### src/rtl/mk_pkg.sv
// Shared types, codes and the glyph ROM for the Morse keyer.
// Used by mk_core and morse_keyer_top; depends on nothing.
package mk_pkg;

	// Request modes on the input channel.
	localparam logic [1:0] MODE_LOAD  = 2'd0;
	localparam logic [1:0] MODE_TICK  = 2'd1;
	localparam logic [1:0] MODE_ABORT = 2'd2;

	// Configuration register indexes.
	localparam logic [2:0] REG_DOT_TICKS  = 3'd0;
	localparam logic [2:0] REG_DASH_TICKS = 3'd1;
	localparam logic [2:0] REG_SYMBOL_GAP = 3'd2;
	localparam logic [2:0] REG_LETTER_GAP = 3'd3;
	localparam logic [2:0] REG_WORD_GAP   = 3'd4;

	// Letter codes: A..Z are below NumLetters, then the word space.
	localparam logic [4:0] NumLetters   = 5'd26;
	localparam logic [4:0] LETTER_SPACE = 5'd26;

	// Timing registers as one bundle.
	typedef struct packed {
		logic [3:0] dot_ticks;
		logic [3:0] dash_ticks;
		logic [3:0] symbol_gap;
		logic [3:0] letter_gap;
		logic [3:0] word_gap;
	} cfg_t;

	// One result.
	typedef struct packed {
		logic led_on;
		logic busy_res;
		logic char_done;
		logic rejected;
	} res_t;

	// Glyph entry: length in [6:4], dash bits in [3:0], first symbol in bit 0.
	function automatic logic [6:0] glyph_lookup(input logic [4:0] ltr);
		logic [6:0] g;
		case (ltr)
			5'd0:    g = 7'h22;
			5'd1:    g = 7'h41;
			5'd2:    g = 7'h45;
			5'd3:    g = 7'h31;
			5'd4:    g = 7'h10;
			5'd5:    g = 7'h44;
			5'd6:    g = 7'h33;
			5'd7:    g = 7'h40;
			5'd8:    g = 7'h20;
			5'd9:    g = 7'h4E;
			5'd10:   g = 7'h35;
			5'd11:   g = 7'h42;
			5'd12:   g = 7'h23;
			5'd13:   g = 7'h21;
			5'd14:   g = 7'h37;
			5'd15:   g = 7'h46;
			5'd16:   g = 7'h4B;
			5'd17:   g = 7'h32;
			5'd18:   g = 7'h30;
			5'd19:   g = 7'h11;
			5'd20:   g = 7'h34;
			5'd21:   g = 7'h48;
			5'd22:   g = 7'h36;
			5'd23:   g = 7'h49;
			5'd24:   g = 7'h4D;
			5'd25:   g = 7'h43;
			default: g = 7'h00;
		endcase
		return g;
	endfunction

endpackage

### src/rtl/mk_core.sv
// Keyer sequencer: phase state, segment counter and the result for each request.
// Depends on mk_pkg for codes, the glyph ROM, cfg_t and res_t.
module mk_core (
	input  logic          clk,
	input  logic          arst_n,
	input  logic          acc,
	input  logic [1:0]    mode,
	input  logic [4:0]    letter,
	input  mk_pkg::cfg_t  cfg,
	output mk_pkg::res_t  res
);

	typedef enum logic [2:0] {
		PH_IDLE = 3'd0,
		PH_ON   = 3'd1,
		PH_SGAP = 3'd2,
		PH_WORD = 3'd3,
		PH_LGAP = 3'd4
	} phase_t;

	phase_t     phase_q, phase_d;
	logic [3:0] pat_bits_q, pat_bits_d;
	logic [2:0] pat_len_q, pat_len_d;
	logic [2:0] sym_idx_q, sym_idx_d;
	logic [3:0] tick_q, tick_d;
	logic       led_q, led_d;

	logic [6:0] glyph;
	logic [3:0] tick_inc;
	logic [3:0] seg_len;
	logic       seg_end;
	logic [2:0] sym_idx_inc;
	logic       done, rej;

	assign glyph       = mk_pkg::glyph_lookup(letter);
	assign tick_inc    = tick_q + 4'd1;
	assign sym_idx_inc = sym_idx_q + 3'd1;

	// Length of the segment now running; a zero register ends after one tick.
	always_comb begin
		case (phase_q)
			PH_ON:   seg_len = pat_bits_q[sym_idx_q[1:0]] ? cfg.dash_ticks : cfg.dot_ticks;
			PH_SGAP: seg_len = cfg.symbol_gap;
			PH_WORD: seg_len = cfg.word_gap;
			PH_LGAP: seg_len = cfg.letter_gap;
			default: seg_len = 4'd1;
		endcase
	end

	assign seg_end = (tick_inc >= seg_len) || (tick_inc == 4'd0);

	// Next state and flags for the request on the input.
	always_comb begin
		phase_d    = phase_q;
		pat_bits_d = pat_bits_q;
		pat_len_d  = pat_len_q;
		sym_idx_d  = sym_idx_q;
		tick_d     = tick_q;
		led_d      = led_q;
		done       = 1'b0;
		rej        = 1'b0;
		case (mode)
			mk_pkg::MODE_LOAD: begin
				if (phase_q != PH_IDLE) begin
					rej = 1'b1;
				end else if (letter < mk_pkg::NumLetters) begin
					pat_bits_d = glyph[3:0];
					pat_len_d  = glyph[6:4];
					sym_idx_d  = 3'd0;
					tick_d     = 4'd0;
					phase_d    = PH_ON;
				end else if (letter == mk_pkg::LETTER_SPACE) begin
					pat_bits_d = 4'd0;
					pat_len_d  = 3'd0;
					sym_idx_d  = 3'd0;
					tick_d     = 4'd0;
					phase_d    = PH_WORD;
				end
			end
			mk_pkg::MODE_TICK: begin
				led_d  = (phase_q == PH_ON);
				tick_d = seg_end ? 4'd0 : tick_inc;
				case (phase_q)
					PH_ON: begin
						if (seg_end) begin
							phase_d = PH_SGAP;
						end
					end
					PH_SGAP: begin
						if (seg_end) begin
							sym_idx_d = sym_idx_inc;
							phase_d   = (sym_idx_inc >= pat_len_q) ? PH_LGAP : PH_ON;
						end
					end
					PH_WORD: begin
						if (seg_end) begin
							phase_d = PH_LGAP;
						end
					end
					PH_LGAP: begin
						if (seg_end) begin
							done       = 1'b1;
							pat_bits_d = 4'd0;
							pat_len_d  = 3'd0;
							sym_idx_d  = 3'd0;
							phase_d    = PH_IDLE;
						end
					end
					default: begin
						tick_d  = tick_q;
						phase_d = PH_IDLE;
					end
				endcase
			end
			mk_pkg::MODE_ABORT: begin
				pat_bits_d = 4'd0;
				pat_len_d  = 3'd0;
				sym_idx_d  = 3'd0;
				tick_d     = 4'd0;
				phase_d    = PH_IDLE;
				led_d      = 1'b0;
			end
			default: begin
			end
		endcase
	end

	// Result for this request, taken by the output queue when acc is high.
	assign res.led_on    = led_d;
	assign res.busy_res  = (phase_d != PH_IDLE);
	assign res.char_done = done;
	assign res.rejected  = rej;

	// Sequencer state moves only on an accepted request.
	always_ff @(posedge clk or negedge arst_n) begin
		if (!arst_n) begin
			phase_q    <= PH_IDLE;
			pat_bits_q <= 4'd0;
			pat_len_q  <= 3'd0;
			sym_idx_q  <= 3'd0;
			tick_q     <= 4'd0;
			led_q      <= 1'b0;
		end else if (acc) begin
			phase_q    <= phase_d;
			pat_bits_q <= pat_bits_d;
			pat_len_q  <= pat_len_d;
			sym_idx_q  <= sym_idx_d;
			tick_q     <= tick_d;
			led_q      <= led_d;
		end
	end

`ifndef SYNTHESIS
	// The LED is dark whenever no character is in flight.
	a_idle_dark: assert property (@(posedge clk) disable iff (!arst_n)
		(phase_q == PH_IDLE) |-> !led_q)
		else $error("LED lit while idle");

	// Keying a symbol needs a loaded pattern.
	a_on_has_pattern: assert property (@(posedge clk) disable iff (!arst_n)
		(phase_q == PH_ON) |-> (pat_len_q != 3'd0))
		else $error("symbol phase with empty pattern");

	// A finished character leaves the sequencer idle.
	a_done_idle: assert property (@(posedge clk) disable iff (!arst_n)
		(acc && res.char_done) |=> (phase_q == PH_IDLE))
		else $error("char_done without return to idle");

	// A rejected load leaves the pattern untouched.
	a_reject_keeps: assert property (@(posedge clk) disable iff (!arst_n)
		(acc && res.rejected) |=> ($stable(pat_bits_q) && $stable(pat_len_q)))
		else $error("rejected load changed the pattern");
`endif

endmodule

### src/rtl/morse_keyer_top.sv
// Top level of the Morse keyer: timing registers, sequencer and a two-entry result queue.
// Depends on mk_pkg and mk_core.
//
//  channel | direction | handshake           | payload
//  --------+-----------+---------------------+--------------------------------------
//  in      | input     | in_valid / in_ready | mode, letter
//  out     | output    | out_valid/out_ready | led_on, busy_res, char_done, rejected
//  cfg     | input     | cfg_we (no wait)    | cfg_addr, cfg_wdata
//
// One request is accepted per cycle while in_ready is high, set by the single
// sequencer state update. Its result is registered in the output or skid entry.
// The output register plus a skid entry let one request in while a result waits;
// in_ready drops only when both entries are full.
// Reset clears the sequencer, the queue and loads the default timings.
module morse_keyer_top (
	input  logic       clk,
	input  logic       arst_n,
	input  logic       in_valid,
	output logic       in_ready,
	input  logic [1:0] mode,
	input  logic [4:0] letter,
	output logic       out_valid,
	input  logic       out_ready,
	output logic       led_on,
	output logic       busy_res,
	output logic       char_done,
	output logic       rejected,
	input  logic       cfg_we,
	input  logic [2:0] cfg_addr,
	input  logic [3:0] cfg_wdata
);

	mk_pkg::cfg_t cfg_q;
	mk_pkg::res_t res;
	mk_pkg::res_t out_q, skid_q;
	logic         out_vld_q, skid_vld_q;
	logic         in_acc, out_acc;

	assign in_ready = !skid_vld_q;
	assign in_acc   = in_valid && in_ready;
	assign out_acc  = out_vld_q && out_ready;

	// Timing registers.
	always_ff @(posedge clk or negedge arst_n) begin
		if (!arst_n) begin
			cfg_q.dot_ticks  <= 4'd1;
			cfg_q.dash_ticks <= 4'd3;
			cfg_q.symbol_gap <= 4'd1;
			cfg_q.letter_gap <= 4'd2;
			cfg_q.word_gap   <= 4'd3;
		end else if (cfg_we) begin
			case (cfg_addr)
				mk_pkg::REG_DOT_TICKS:  cfg_q.dot_ticks  <= cfg_wdata;
				mk_pkg::REG_DASH_TICKS: cfg_q.dash_ticks <= cfg_wdata;
				mk_pkg::REG_SYMBOL_GAP: cfg_q.symbol_gap <= cfg_wdata;
				mk_pkg::REG_LETTER_GAP: cfg_q.letter_gap <= cfg_wdata;
				mk_pkg::REG_WORD_GAP:   cfg_q.word_gap   <= cfg_wdata;
				default: begin
				end
			endcase
		end
	end

	mk_core u_core (
		.clk    (clk),
		.arst_n (arst_n),
		.acc    (in_acc),
		.mode   (mode),
		.letter (letter),
		.cfg    (cfg_q),
		.res    (res)
	);

	// Result queue: output register in front, skid entry behind it.
	always_ff @(posedge clk or negedge arst_n) begin
		if (!arst_n) begin
			out_vld_q  <= 1'b0;
			skid_vld_q <= 1'b0;
		end else begin
			if (skid_vld_q) begin
				if (out_acc) begin
					skid_vld_q <= 1'b0;
				end
			end else if (out_vld_q) begin
				if (in_acc && !out_acc) begin
					skid_vld_q <= 1'b1;
				end else if (!in_acc && out_acc) begin
					out_vld_q <= 1'b0;
				end
			end else if (in_acc) begin
				out_vld_q <= 1'b1;
			end
		end
	end

	always_ff @(posedge clk) begin
		if (skid_vld_q) begin
			if (out_acc) begin
				out_q <= skid_q;
			end
		end else if (in_acc) begin
			if (out_vld_q && !out_acc) begin
				skid_q <= res;
			end else begin
				out_q <= res;
			end
		end
	end

	assign out_valid = out_vld_q;
	assign led_on    = out_q.led_on;
	assign busy_res  = out_q.busy_res;
	assign char_done = out_q.char_done;
	assign rejected  = out_q.rejected;

`ifndef SYNTHESIS
	// The skid entry is only ever filled behind a full output register.
	a_skid_order: assert property (@(posedge clk) disable iff (!arst_n)
		skid_vld_q |-> out_vld_q)
		else $error("skid entry valid with empty output register");

	// A request taken with the output full and stalled fills the skid entry.
	a_skid_fill: assert property (@(posedge clk) disable iff (!arst_n)
		(in_acc && out_vld_q && !out_ready) |=> skid_vld_q)
		else $error("request lost behind stalled output");

	// Draining the front with a waiting skid entry keeps a result on the port.
	a_skid_drain: assert property (@(posedge clk) disable iff (!arst_n)
		(skid_vld_q && out_ready) |=> (out_vld_q && !skid_vld_q))
		else $error("skid entry not moved to output");
`endif

endmodule
### config.mk
export PLATFORM = sky130hd
export DESIGN_NAME = morse_keyer_top
export DESIGN_NICKNAME = d
export VERILOG_FILES = /design/src/rtl/mk_pkg.sv /design/src/rtl/mk_core.sv /design/src/rtl/morse_keyer_top.sv
export SDC_FILE = /design/constraint.sdc
export NUM_CORES = 1
export LEC_CHECK = 0
export BUFFER_PORTS_ARGS = -buffer_cell sky130_fd_sc_hd__buf_4
export CELL_PAD_IN_SITES_DETAIL_PLACEMENT = 1
export CELL_PAD_IN_SITES_GLOBAL_PLACEMENT = 1
export CORE_MARGIN = 8
export CORE_UTILIZATION = 28
export DETAILED_ROUTE_END_ITERATION = 6
export PLACE_DENSITY_LB_ADDON = 0.1
export RECOVER_POWER = 100
export SLEW_MARGIN = 20
export SYNTH_ARGS = -nofsm -noshare
export SYNTH_HDL_FRONTEND = slang
export SYNTH_SLANG_ARGS = --single-unit
export TNS_END_PERCENT = 30
### constraint.sdc
create_clock -name clk -period 3.1 [get_ports clk]
set_input_delay 0.775 -clock clk [delete_from_list [all_inputs] [get_ports clk]]
set_output_delay 0.775 -clock clk [all_outputs]
set_load 0.02 [all_outputs]
# Word-level counts from Yosys, hierarchy flattened
# Memory sizes are Yosys's and may differ from the RTL's.
# Cells that the tools add are included.
[totals]
mem_bits_ro = 224
wordCells = 131
n_memories = 1
regBits = 48
input_bits = 19
[classes]
n_reduce_logical = 27
addsub = 2
magnitude_cmp = 4
n_mux = 54
eq_ne = 21
bitwise_logic = 1
[mem_list]
columns = ["memory", "words", "word_bits", "rd", "rd_clocked_by_memory_dff", "wr", "line_no", "text"]
rows = [
  ["(no name shown)", 32, 7, 1, 0, 0, "mk_pkg.sv:41", "case (ltr)"],
]
[op_table]
columns = ["cell", "count"]
rows = [
  ["two-way mux 4 bit", 14],
  ["two-way mux 3 bit", 16],
  ["one-hot mux 3 bit (3 select lines)", 3],
  ["one-hot mux 4 bit (3 select lines)", 2],
  ["one-hot mux 4 bit (4 select lines)", 1],
  ["two-way mux 1 bit", 14],
  ["== test 3 x 2 -> 1 bit (second input constant)", 4],
  ["one-hot mux 3 bit (4 select lines)", 1],
  ["AND reduction 2 bit", 5],
  ["inequality test 3 x 2 -> 1 bit (second input constant)", 3],
  ["nonzero test 3 bit", 3],
  ["AND reduction 7 bit", 1],
  ["== test 3 x 1 -> 1 bit (second input constant)", 2],
  ["== test 3 bit (second input constant)", 2],
  ["inequality test 2 x 1 -> 1 bit (second input constant)", 3],
  ["inequality test 2 bit (second input constant)", 3],
  ["one-hot mux 3 bit (2 select lines)", 1],
  ["AND reduction 3 bit", 2],
  ["AND reduction 6 bit", 1],
  ["== test 5 bit (second input constant)", 1],
  ["logical AND 1 bit", 5],
  ["< comparator 5 bit (second input constant)", 1],
  ["AND reduction 5 bit", 1],
  ["adder 4 x 1 -> 4 bit (second input constant)", 1],
  ["other kinds (17)", 19],
]

# Longest topological paths before layout
# Gate-level depths: netlist of run 1.
[depth]
ltp_word = 13
depth_mapped = 11
mapped_depth_nobuf = 10

# By module
# Synthesis of run 1 repeated with hierarchy kept, for this count alone.
[unflattened]
cells_unflattened = 287
area_unflattened_um2 = 3114.2
[by_module_without_submodules]
columns = ["mod", "n_inst", "cells_per_inst", "area_per_inst_um2"]
rows = [
  ["mk_core", 1, 216, 1903.1],
  ["morse_keyer_top", 1, 71, 1211.2],
]

# Worst setup path after synthesis of run 1
# Ideal clock, no wire load.
[synth_timing]
path_kind = "reg-to-reg"
start = "reg u_core.sym_idx_q[0]"
end = "reg u_core.pat_bits_q[0]"
arrival_time_ns = 2.879
slack_ns = 0.096
stages_incl_launch_ff = 10
setup_time_ns = 0.125
t_required_ns = 2.975
n_path_buf = 0
period_less_slack_ns = 3.004
path_cell_list = "dfrtp_1 mux4_2 mux2i_1 o221a_2 ha_1 o211ai_1 o21ai_1 o21ai_1 a211oi_4 mux2_2"
[synth_between]
elab_chain_len = 8
[synth_rtl]
columns = ["item", "line_no", "text"]
rows = [
  ["start, declared", "mk_core.sv:24", "logic [2:0] sym_idx_q, sym_idx_d;"],
  ["start signal, assigned", "mk_core.sv:147", "sym_idx_q <= sym_idx_d;"],
  ["binary-select mux 1 bit (select 2 bit)", "mk_core.sv:42", "PH_ON: seg_len = pat_bits_q[sym_idx_q[1:0]] ? cfg.dash_ticks : cfg.dot_ticks;"],
  ["two-way mux 1 bit (implied by the code)", "mk_core.sv:42", ""],
  ["two-way mux 4 bit", "mk_core.sv:42", ""],
  ["one-hot mux 4 bit (4 select lines)", "mk_core.sv:41", "case (phase_q)"],
  ["greater-or-equal comparator 4 bit", "mk_core.sv:50", "assign seg_end = (tick_inc >= seg_len) || (tick_inc == 4'd0);"],
  ["logical OR 1 bit", "mk_core.sv:50", ""],
  ["inequality test 2 x 1 -> 1 bit (no line)", "n/a", ""],
  ["AND reduction 6 bit (no line)", "n/a", ""],
  ["end signal, assigned", "mk_core.sv:145", "pat_bits_q <= pat_bits_d;"],
  ["end, declared", "mk_core.sv:22", "logic [3:0] pat_bits_q, pat_bits_d;"],
]
# No other way between the ends. The select of a mux whose other input is x is not followed.
# A chain may end at the register's enable or synchronous reset.

==> flow_metrics.tcl, run 1 <==
set metrics [dict create \
    numCtsBuffers 5 \
    worstRegToRegCells 9 \
    cp.arrival_ns 3.10 \
    root_buffer "clkbuf_8" \
    hold_depth 1 \
    tightest_slew_ns 2.27 \
    grt_pass1_wl_mm 12.9 \
    crit_type "reg2reg" \
    viasPerCell 4.92 \
    row_count 38 \
    firstDrtPassIters 4 \
    diodes 0 \
    synth_area_leader_cell "dfrtp_1" \
    gp_congestion 0.763 \
    critPathCaptureType "flop" \
    ff2ff_setup_slack_ns 0.06 \
    relSlewSlack_pct -51.4 \
    wl_per_cell_um 16.2 \
    cts_buffer_depth 2 \
    die_w_um 121 \
    grt_overflow 0 \
    grt_setup_unrepaired "true" \
    synth_area_sq_um 3070 \
    ctsHoldBuffers 0 \
    clock_latency_ns 0.30 \
    cts_sinks 48 \
    grt_usage_pct 11.0 \
    crit_path_max_fanout 4 \
    p_sw_share_pct 35.5 \
    grt_pass1_vias 2473 \
    crit_buf_inv 0 \
    fmax_mhz 329 \
    outcome "finished with violations" \
    seqPwrFrac_pct 37.9 \
    remaining_drc_errors 0 \
    start_util_pct 28.5 \
    total_power_mw 2.50 \
    min-delay-start "cfg_q[11]$_DFFE_PN0P_" \
    htree_levels 2 \
    crit_path_top_delay_cell "mux4_2" \
    syn_inst 296 \
    ant_nets 0 \
    synth_edf_count 8 \
    synth_nets 333 \
    path_delay_family "multiplexers" \
    drt_iter0_drc 84 \
    fin_crit_ns 3.04 \
    cts_tree "built" \
    via_count 2314 \
    start_kind "flop" \
    synth_cell_types 59 \
    path_clk_slew_ns 0.09 \
    crit_chain "mux4_2 > mux2i_1 > o221a_2 > ha_1 > o211ai_1 > o21ai_2 > or2_4 > and3_1 > mux2_2" \
    clock_skew_ns 0.00736 \
    yosysMostFrequentCell "mux2_2" \
    crit_required_ns 3.16 \
    dp_hpwl_mm 5.87 \
    async_flop_share_pct 83.3 \
    p_int_mw 1.61 \
    hp-class "reg2reg" \
    place.port_buffers 24 \
    ys_top_cells_by_area "dfrtp_1 (27%), mux2_2 (12%), edfxtp_1 (7.8%), ha_1 (7.3%), dfstp_2 (6.0%)" \
    setup_tns_ns 0 \
    dieArea_sq_um 14600 \
    max_stage_delay_ns 0.59 \
    cellLeakagePower_nw 1.50 \
    hold_viol 0 \
    fin_crit_sh_pct 98.0 \
    ys.flop_type "dfrtp_1" \
    synth_commonest_cells "mux2_2 (34), dfrtp_1 (33), nand2_1 (19), ha_1 (18), inv_1 (17)" \
    hold_slack_ns 0.514 \
    pwr-share-clk_pct 18.1 \
    syn_avg_cell_area_sq_um 10.4 \
    fillCellCount 1235 \
    fp.dieH_um 121 \
    setup_viol 0 \
    final_nets 366 \
    yosys.area.top_type_share_pct 26.9 \
    antenna_found_initial 0 \
    synth_warnings 0 \
    powerDensity_nw_per_um2 694 \
    cap_violations 1 \
    pwr-share-comb_pct 43.9 \
    irDropWorstVdd_mv 0.289 \
    syn_to_final_growth_pct 17.8 \
    drt-total-wl_mm 7.64 \
    seq_area_frac_synth_pct 40.8 \
    r2r-end "char_done$_DFFE_PP_" \
    io_pins 25 \
    core_area_sq_um 10700 \
    drive_gt1_share_pct 28.5 \
    timing.rr.start "u_core.sym_idx_q[0]$_DFFE_PN0P_" \
    min_to "cfg_q[11]$_DFFE_PN0P_" \
    grt_max_degree 41 \
    ys_ff_latch 48 \
    switchingPower_mw 0.890 \
    slew_violations 41 \
    violations "capacitance limit, slew limit" \
]
## area by class of cell
type | count | area [sq um] | area share (%)
Multi-Input combinational cell | 218 | 1760 | 48.8
Inverter | 18 | 67.6 | 1.87
Sequential cell | 48 | 1250 | 34.6
Tap cell | 140 | 175 | 4.85
Clock buffer | 6 | 72.6 | 2.01
Timing Repair Buffer | 38 | 249 | 6.90
Clock inverter | 2 | 35.0 | 0.971
## per-stage QoR
| stage | utilization (%) | area (sq um) | cells | setup slack, ns |
|---|---|---|---|---|
| global route | 33.6 | 3610 | 470 | -0.125 |
| global placement | 32.3 | 3470 | 460 | -0.0120 |
| floorplan | - | 3070 | 296 | 0.0964 |
| CTS | 33.5 | 3600 | 468 | 0.000175 |
| detailed placement | 32.3 | 3470 | 460 | -0.0569 |
| finish | 33.6 | 3610 | 470 | 0.0606 |
## state kept, by name, indices dropped and copies added, names as in the netlist
| register | flops |
|---|---|
| out_valid | 1 |
| skid_q | 4 |
| busy_res | 1 |
| u_core.tick_q | 4 |
| char_done | 1 |
| u_core.pat_bits_q | 4 |
| led_on | 1 |
| u_core.phase_q | 3 |
| u_core.led_q | 1 |
| skid_vld_q | 1 |
| rejected | 1 |
| cfg_q | 20 |
| u_core.sym_idx_q | 3 |
| u_core.pat_len_q | 3 |
## worst register-to-register path: stages, from the launching register on
cell and delay (ns):
dfrtp_1 0.37, mux4_2 0.59, mux2i_1 0.16, o221a_2 0.27, ha_1 0.27, o211ai_1 0.24
o21ai_2 0.14, or2_4 0.29, and3_1 0.21, mux2_2 0.27
## power by group through the flow
stage	Combinational [mW]	Clock, mW	Sequential, mW
floorplan	0.668	0	0.970
global placement	1.04	0	0.966
detailed placement	1.05	0	0.967
CTS	1.08	0.474	0.954
global route	1.23	0.500	0.979
finish	1.10	0.454	0.950
## logic make-up after synthesis
group	Yosys count	synth area share [%]
flip-flops	48	40.8
AO/OA/AOI/OAI	67	16.0
buffers and inverters	30	3.96
multiplexers	42	15.9
adder cells (fa/ha/maj)	18	7.35
XOR/XNOR	4	1.14
AND/OR/NAND/NOR	87	14.9
## worst max-delay path by stage
stage	start	endpoint	slack, ns	depth (start not counted)
after floorplan	u_core.sym_idx_q[0]$_DFFE_PN0P_	u_core.pat_bits_q[0]$_DFFE_PN0P_	0.1	9
after global placement	u_core.sym_idx_q[0]$_DFFE_PN0P_	u_core.pat_bits_q[3]$_DFFE_PN0P_	-0.01	10
after global routing	u_core.sym_idx_q[0]$_DFFE_PN0P_	u_core.sym_idx_q[0]$_DFFE_PN0P_	-0.12	9
after detailed placement	u_core.sym_idx_q[0]$_DFFE_PN0P_	busy_res$_DFFE_PP_	-0.06	9
final	u_core.sym_idx_q[0]$_DFFE_PN0P_	char_done$_DFFE_PP_	0.06	9
after CTS	u_core.sym_idx_q[0]$_DFFE_PN0P_	u_core.pat_bits_q[3]$_DFFE_PN0P_	0.0002	10
## cell usage in the layout, fill, tap and decap left out, types with 7 or more instances in the layout
master | netlist | final
a21oi_1 | 11 | 10
buf_4 | 0 | 23
clkbuf_1 | 10 | 14
dfrtp_1 | 33 | 33
dfstp_2 | 7 | 7
edfxtp_1 | 8 | 8
ha_1 | 18 | 17
inv_1 | 17 | 17
mux2_2 | 34 | 28
nand2_1 | 19 | 19
nand3_1 | 9 | 9
nor2_1 | 16 | 16
nor2b_1 | 8 | 8
nor3_1 | 8 | 8
o21ai_0 | 13 | 12
## layer usage
layer	share of wire (%)	GRT usage, %
met5	0	0
met2	46	17.7
met4	0.92	2.81
met3	2.9	2.47
met1	50	14.5
## timing repair
| action | 4_1_cts | 5_1_grt |
|---|---|---|
| gates resized for setup | 5 | 12 |
| pin swaps | 1 | 5 |
| buffers inserted | 0 | 2 |
| setup endpoints to repair | 12 | 13 |
(Power assumes the default switching activity.)
==> run 2, diff against run 1 <==
--- a/config.mk
+++ b/config.mk
@@ -5,13 +5,13 @@
 export SDC_FILE = /design/constraint.sdc
 export NUM_CORES = 1
 export LEC_CHECK = 0
-export BUFFER_PORTS_ARGS = -buffer_cell sky130_fd_sc_hd__buf_4
 export CELL_PAD_IN_SITES_DETAIL_PLACEMENT = 1
 export CELL_PAD_IN_SITES_GLOBAL_PLACEMENT = 1
 export CORE_MARGIN = 8
 export CORE_UTILIZATION = 28
 export DETAILED_ROUTE_END_ITERATION = 6
-export PLACE_DENSITY_LB_ADDON = 0.1
+export DONT_BUFFER_PORTS = 1
+export PLACE_DENSITY = 0.6
 export RECOVER_POWER = 100
 export SLEW_MARGIN = 20
 export SYNTH_ARGS = -nofsm -noshare
==> flow_metrics.tcl, run 2 (synthesis gave the netlist of run 1 again) <==
set metrics [dict create \
    slew_violations 0 \
    tightest_slew_ns 0.774 \
    ant_nets 0 \
    max_stage_delay_ns 0.58 \
    crit_path_top_delay_cell "mux4_2" \
    powerDensity_nw_per_um2 715 \
    top_register "cfg_q" \
    fin_crit_ns 3.03 \
    viasPerCell 5.16 \
    io_pins 25 \
    htree_levels 2 \
    crit_path_max_fanout 4 \
    path_clk_slew_ns 0.10 \
    layout_common_cells "dfrtp_1 (33), mux2_2 (29), nand2_1 (19)" \
    setup_viol 0 \
    remaining_drc_errors 0 \
    drive_gt1_share_pct 28.8 \
    crit_required_ns 3.17 \
    cts_tree "built" \
    via_count 2315 \
    gp_congestion 0.774 \
    start_util_pct 28.5 \
    setup_tns_ns 0 \
    core_area_sq_um 10700 \
    irDropWorstVdd_mv 0.298 \
    critPathCaptureType "flop" \
    total_power_mw 2.53 \
    fmax_mhz 331 \
    wl_per_cell_um 16.4 \
    fp.dieH_um 121 \
    syn_to_final_growth_pct 15.6 \
    drt_iter0_drc 82 \
    cp.arrival_ns 3.10 \
    outcome "finished, final reports clean" \
    drt-total-wl_mm 7.35 \
    clock_skew_ns 0.0105 \
    largest_register_ffs 20 \
    path_delay_family "multiplexers" \
    final_util_pct 33.0 \
    dieArea_sq_um 14600 \
    crit_chain "mux4_2 > mux2i_1 > o221a_2 > ha_4 > o211ai_1 > o21ai_2 > or2_4 > and3_1 > mux2_2" \
    ctsHoldBuffers 0 \
    clock_latency_ns 0.31 \
    antenna_found_initial 0 \
    crit_type "reg2reg" \
    cap_violations 0 \
    grt_usage_pct 10.3 \
    diodes 0 \
    die_w_um 121 \
    grt_overflow 0 \
    grt_setup_unrepaired "true" \
    root_buffer "clkbuf_8" \
    final_nets 345 \
    place.port_buffers 0 \
    numCtsBuffers 5 \
    fillCellCount 1239 \
    crit_buf_inv 0 \
    row_count 38 \
    cellLeakagePower_nw 1.45 \
    cts_sinks 48 \
    firstDrtPassIters 4 \
    start_kind "flop" \
    hold_viol 0 \
    cts_buffer_depth 2 \
    grt_max_degree 41 \
    grt_pass1_vias 2468 \
    fin_crit_sh_pct 97.6 \
    relSlewSlack_pct 47.7 \
    grt_pass1_wl_mm 12.4 \
    final_common_cell "dfrtp_1" \
    hp-class "in2async" \
    dp_hpwl_mm 5.55 \
]
## run 2: cell types whose count changed in the layout (fill, tap and decap cells not counted), sizes merged
cell | before | now
clkinv | 2 | 1
clkbuf | 20 | 8
buf | 24 | 14
inv | 17 | 19
## run 2: what timing repair did
| item | CTS | global route |
|---|---|---|
| pin swaps | 1 | 9 |
| buffers inserted | 0 | 4 |
| gates resized for setup | 3 | 22 |
| endpoints found under the setup margin | 12 | 15 |
| hold endpoints to repair | 0 | 0 |
## run 2: path summary, 6_finish.rpt
kind / startpoint / endpoint / slack [ns] / depth (start not counted)
max: u_core.sym_idx_q[0]$_DFFE_PN0P_ / char_done$_DFFE_PP_ / 0.07 / 9
min: arst_n / u_core.led_q$_DFFE_PN0P_ / 0.15 / 0
max reg2reg: u_core.sym_idx_q[0]$_DFFE_PN0P_ / char_done$_DFFE_PP_ / 0.07 / 9
min reg2reg: u_core.pat_len_q[1]$_DFFE_PN0P_ / u_core.pat_len_q[1]$_DFFE_PN0P_ / 0.51 / 1
max in group asynchronous: arst_n / cfg_q[5]$_DFFE_PN1P_ / 2.75 / 0
min in group clk: u_core.pat_len_q[1]$_DFFE_PN0P_ / u_core.pat_len_q[1]$_DFFE_PN0P_ / 0.51 / 1
## run 2: power breakdown
part	total (mW)	switching (mW)	internal (mW)
combinational	1.06	0.528	0.527
sequential	1.00	0.156	0.845
clock	0.478	0.234	0.244
total	2.53	0.919	1.62
## run 2: per-stage QoR
step                      instances  hold WS (ns)  cell area, sq um  setup slack, ns
after floorplan                 296         0.475              3070           0.0964
after global placement          437         0.481              3280           0.0324
after detailed placement        437         0.481              3280           -0.112
after CTS                       445         0.130              3410          0.00366
after global routing            449         0.123              3540          -0.0508
final                           449         0.148              3540           0.0744
## run 2: layer usage
| metal | GRT usage [%] | routed length (um) | vias to the layer above | part of all wire (%) |
|---|---|---|---|---|
| met5 | 0 | 0 | - | 0 |
| met4 | 4.14 | 125 | 0 | 1.7 |
| met3 | 2.10 | 220 | 11 | 3.0 |
| met2 | 17.4 | 3660 | 25 | 50 |
| met1 | 12.6 | 3340 | 1170 | 45 |
| li1 | - | - | 1109 | - |
## run 2: cell type report
| cell class | instances | area (sq um) | area share (%) |
|---|---|---|---|
| clock buffer | 5 | 68.8 | 1.94 |
| clock inverter | 3 | 45.0 | 1.27 |
| inverter | 18 | 67.6 | 1.91 |
| multi-input combinational | 218 | 1820 | 51.3 |
| sequential | 48 | 1250 | 35.3 |
| tap | 140 | 175 | 4.95 |
| timing repair buffer | 17 | 120 | 3.39 |
==> run 3, diff against run 2 <==
--- a/config.mk
+++ b/config.mk
@@ -11,7 +11,7 @@
 export CORE_UTILIZATION = 28
 export DETAILED_ROUTE_END_ITERATION = 6
 export DONT_BUFFER_PORTS = 1
-export PLACE_DENSITY = 0.6
+export PLACE_DENSITY = 0.58
 export RECOVER_POWER = 100
 export SLEW_MARGIN = 20
 export SYNTH_ARGS = -nofsm -noshare
==> constraint.sdc (replaced) <==
create_clock -name clk -period 3 [get_ports clk]
set_input_delay 0.75 -clock clk [delete_from_list [all_inputs] [get_ports clk]]
set_output_delay 0.75 -clock clk [all_outputs]
set_load 0.02 [all_outputs]
==> flow_metrics.tcl, run 3 (synthesis gave the netlist of run 1 again) <==
set metrics [dict create \
    outcome "finished with violations" \
    violations "setup timing" \
    final_common_cell "dfrtp_1" \
    via_count 2271 \
    largest_register_ffs 20 \
    multi_input_area_sq_um 1780 \
    layout_common_cells "dfrtp_1 (33), mux2_2 (27), nand2_1 (19)" \
    core_area_sq_um 10700 \
    top_register "cfg_q" \
    start_kind "flop" \
    grt_setup_unrepaired "true" \
    syn_to_final_growth_pct 14.7 \
    relSlewSlack_pct 61.2 \
    fmax_mhz 323 \
    crit_path_max_fanout 4 \
    irDropWorstVdd_mv 0.313 \
    tightest_slew_ns 0.577 \
    clock_skew_ns 0.00631 \
    cp.arrival_ns 3.30 \
    path_clk_slew_ns 0.10 \
    cts_buffer_depth 2 \
    htree_levels 2 \
    hp-class "in2async" \
    numCtsBuffers 5 \
    grt_overflow 0 \
    critPathCaptureType "flop" \
    grt_max_degree 41 \
    slew_violations 0 \
    dp_hpwl_mm 5.47 \
    cap_violations 0 \
    place_area_sq_um 3300 \
    crit_type "reg2reg" \
    hold_viol 0 \
    fin_cells 450 \
    io_pins 25 \
    grt_pass1_wl_mm 12.2 \
    antenna_found_initial 0 \
    drt_iter0_drc 44 \
    regArea_sq_um 1250 \
    final_nets 346 \
    cts_tree "built" \
    crit_required_ns 3.21 \
    diodes 0 \
    clock_latency_ns 0.31 \
    drive_gt1_share_pct 27.7 \
    start_util_pct 28.5 \
    ant_nets 0 \
    grt_pass1_vias 2445 \
    firstDrtPassIters 6 \
    gp_congestion 0.765 \
    cts_sinks 48 \
    grt_usage_pct 10.4 \
    cellLeakagePower_nw 1.44 \
    ctsHoldBuffers 0 \
    wl_per_cell_um 16.2 \
    drt-total-wl_mm 7.31 \
    root_buffer "clkbuf_8" \
    row_count 38 \
    total_power_mw 2.54 \
    remaining_drc_errors 0 \
    final_area_sq_um 3520 \
    fp.dieH_um 121 \
    dp.cells 439 \
    die_w_um 121 \
    setup_viol 8 \
    hold_slack_ns 0.115 \
    fillCellCount 1246 \
    fin_crit_sh_pct 103 \
    worst_slack_ns -0.0934 \
    powerDensity_nw_per_um2 722 \
    fin_crit_ns 3.09 \
    dieArea_sq_um 14600 \
    place.port_buffers 0 \
    viasPerCell 5.05 \
]
## run 3: cell types whose count changed in the layout (fill, tap and decap cells not counted), moves of 2 or more
cell,change
mux2_2,-2
a211oi_4,-3
mux2_4,+2
a211oi_2,+3
## run 3: power breakdown
group          internal [mW]  switching [mW]  total (mW)
Sequential             0.873           0.157        1.03
Combinational          0.520           0.507        1.03
Clock                  0.240           0.243       0.482
## run 3: layer usage
layer  wire length (um)  up-vias  GRT usage, %
met2               3350       30          16.7
met4                 76        0          2.81
met1               3520     1123          13.2
met5                  0        -             0
met3                361        7          2.98
li1                   -     1111             -
## run 3: path summary, 6_finish.rpt
| kind | from | to | slack (ns) | cells past startpoint |
|---|---|---|---|---|
| setup reg to reg | u_core.sym_idx_q[0]$_DFFE_PN0P_ | u_core.sym_idx_q[0]$_DFFE_PN0P_ | -0.09 | 9 |
| min in group clk | out_ready | skid_vld_q$_DFF_PN0_ | 0.52 | 1 |
| setup / recovery | u_core.sym_idx_q[0]$_DFFE_PN0P_ | u_core.sym_idx_q[0]$_DFFE_PN0P_ | -0.09 | 9 |
| max in group asynchronous | arst_n | cfg_q[16]$_DFFE_PN1P_ | 2.70 | 0 |
| hold reg to reg | u_core.pat_len_q[1]$_DFFE_PN0P_ | u_core.pat_len_q[1]$_DFFE_PN0P_ | 0.52 | 1 |
| hold / removal | arst_n | cfg_q[9]$_DFFE_PN0P_ | 0.11 | 0 |
## run 3: metrics by stage
step,util [%],setup TNS [ns],worst slack (ns)
2_1_floorplan,-,0,0.00491
3_3_place_gp,30.7,-0.244,-0.0587
3_5_place_dp,30.7,-1.27,-0.196
4_1_cts,32.2,-0.271,-0.0494
5_1_grt,32.7,-2.83,-0.253
6_report,32.7,-0.377,-0.0934
## run 3: area by class of cell
cell class	count	share of cell area (%)
Sequential cell	48	35.6
Tap cell	140	4.98
Timing Repair Buffer	18	3.52
Multi-Input combinational cell	218	50.7
Clock inverter	1	0.249
Clock buffer	7	3.06
Inverter	18	1.92
## run 3: timing repair
action,CTS,global route
gates cloned,0,0
buffers inserted,2,1
pin swaps,3,4
gates resized for setup,7,13
endpoints found under the setup margin,14,16
## run 3: critical path, cell delays in order (launching register included)
cell and delay (ns):
dfrtp_1 0.38, mux4_2 0.58, mux2i_1 0.15, o221a_2 0.30, ha_4 0.28, o211ai_1 0.13, o21ai_2 0.26, o221ai_2 0.15
a211oi_2 0.42, mux2_4 0.34
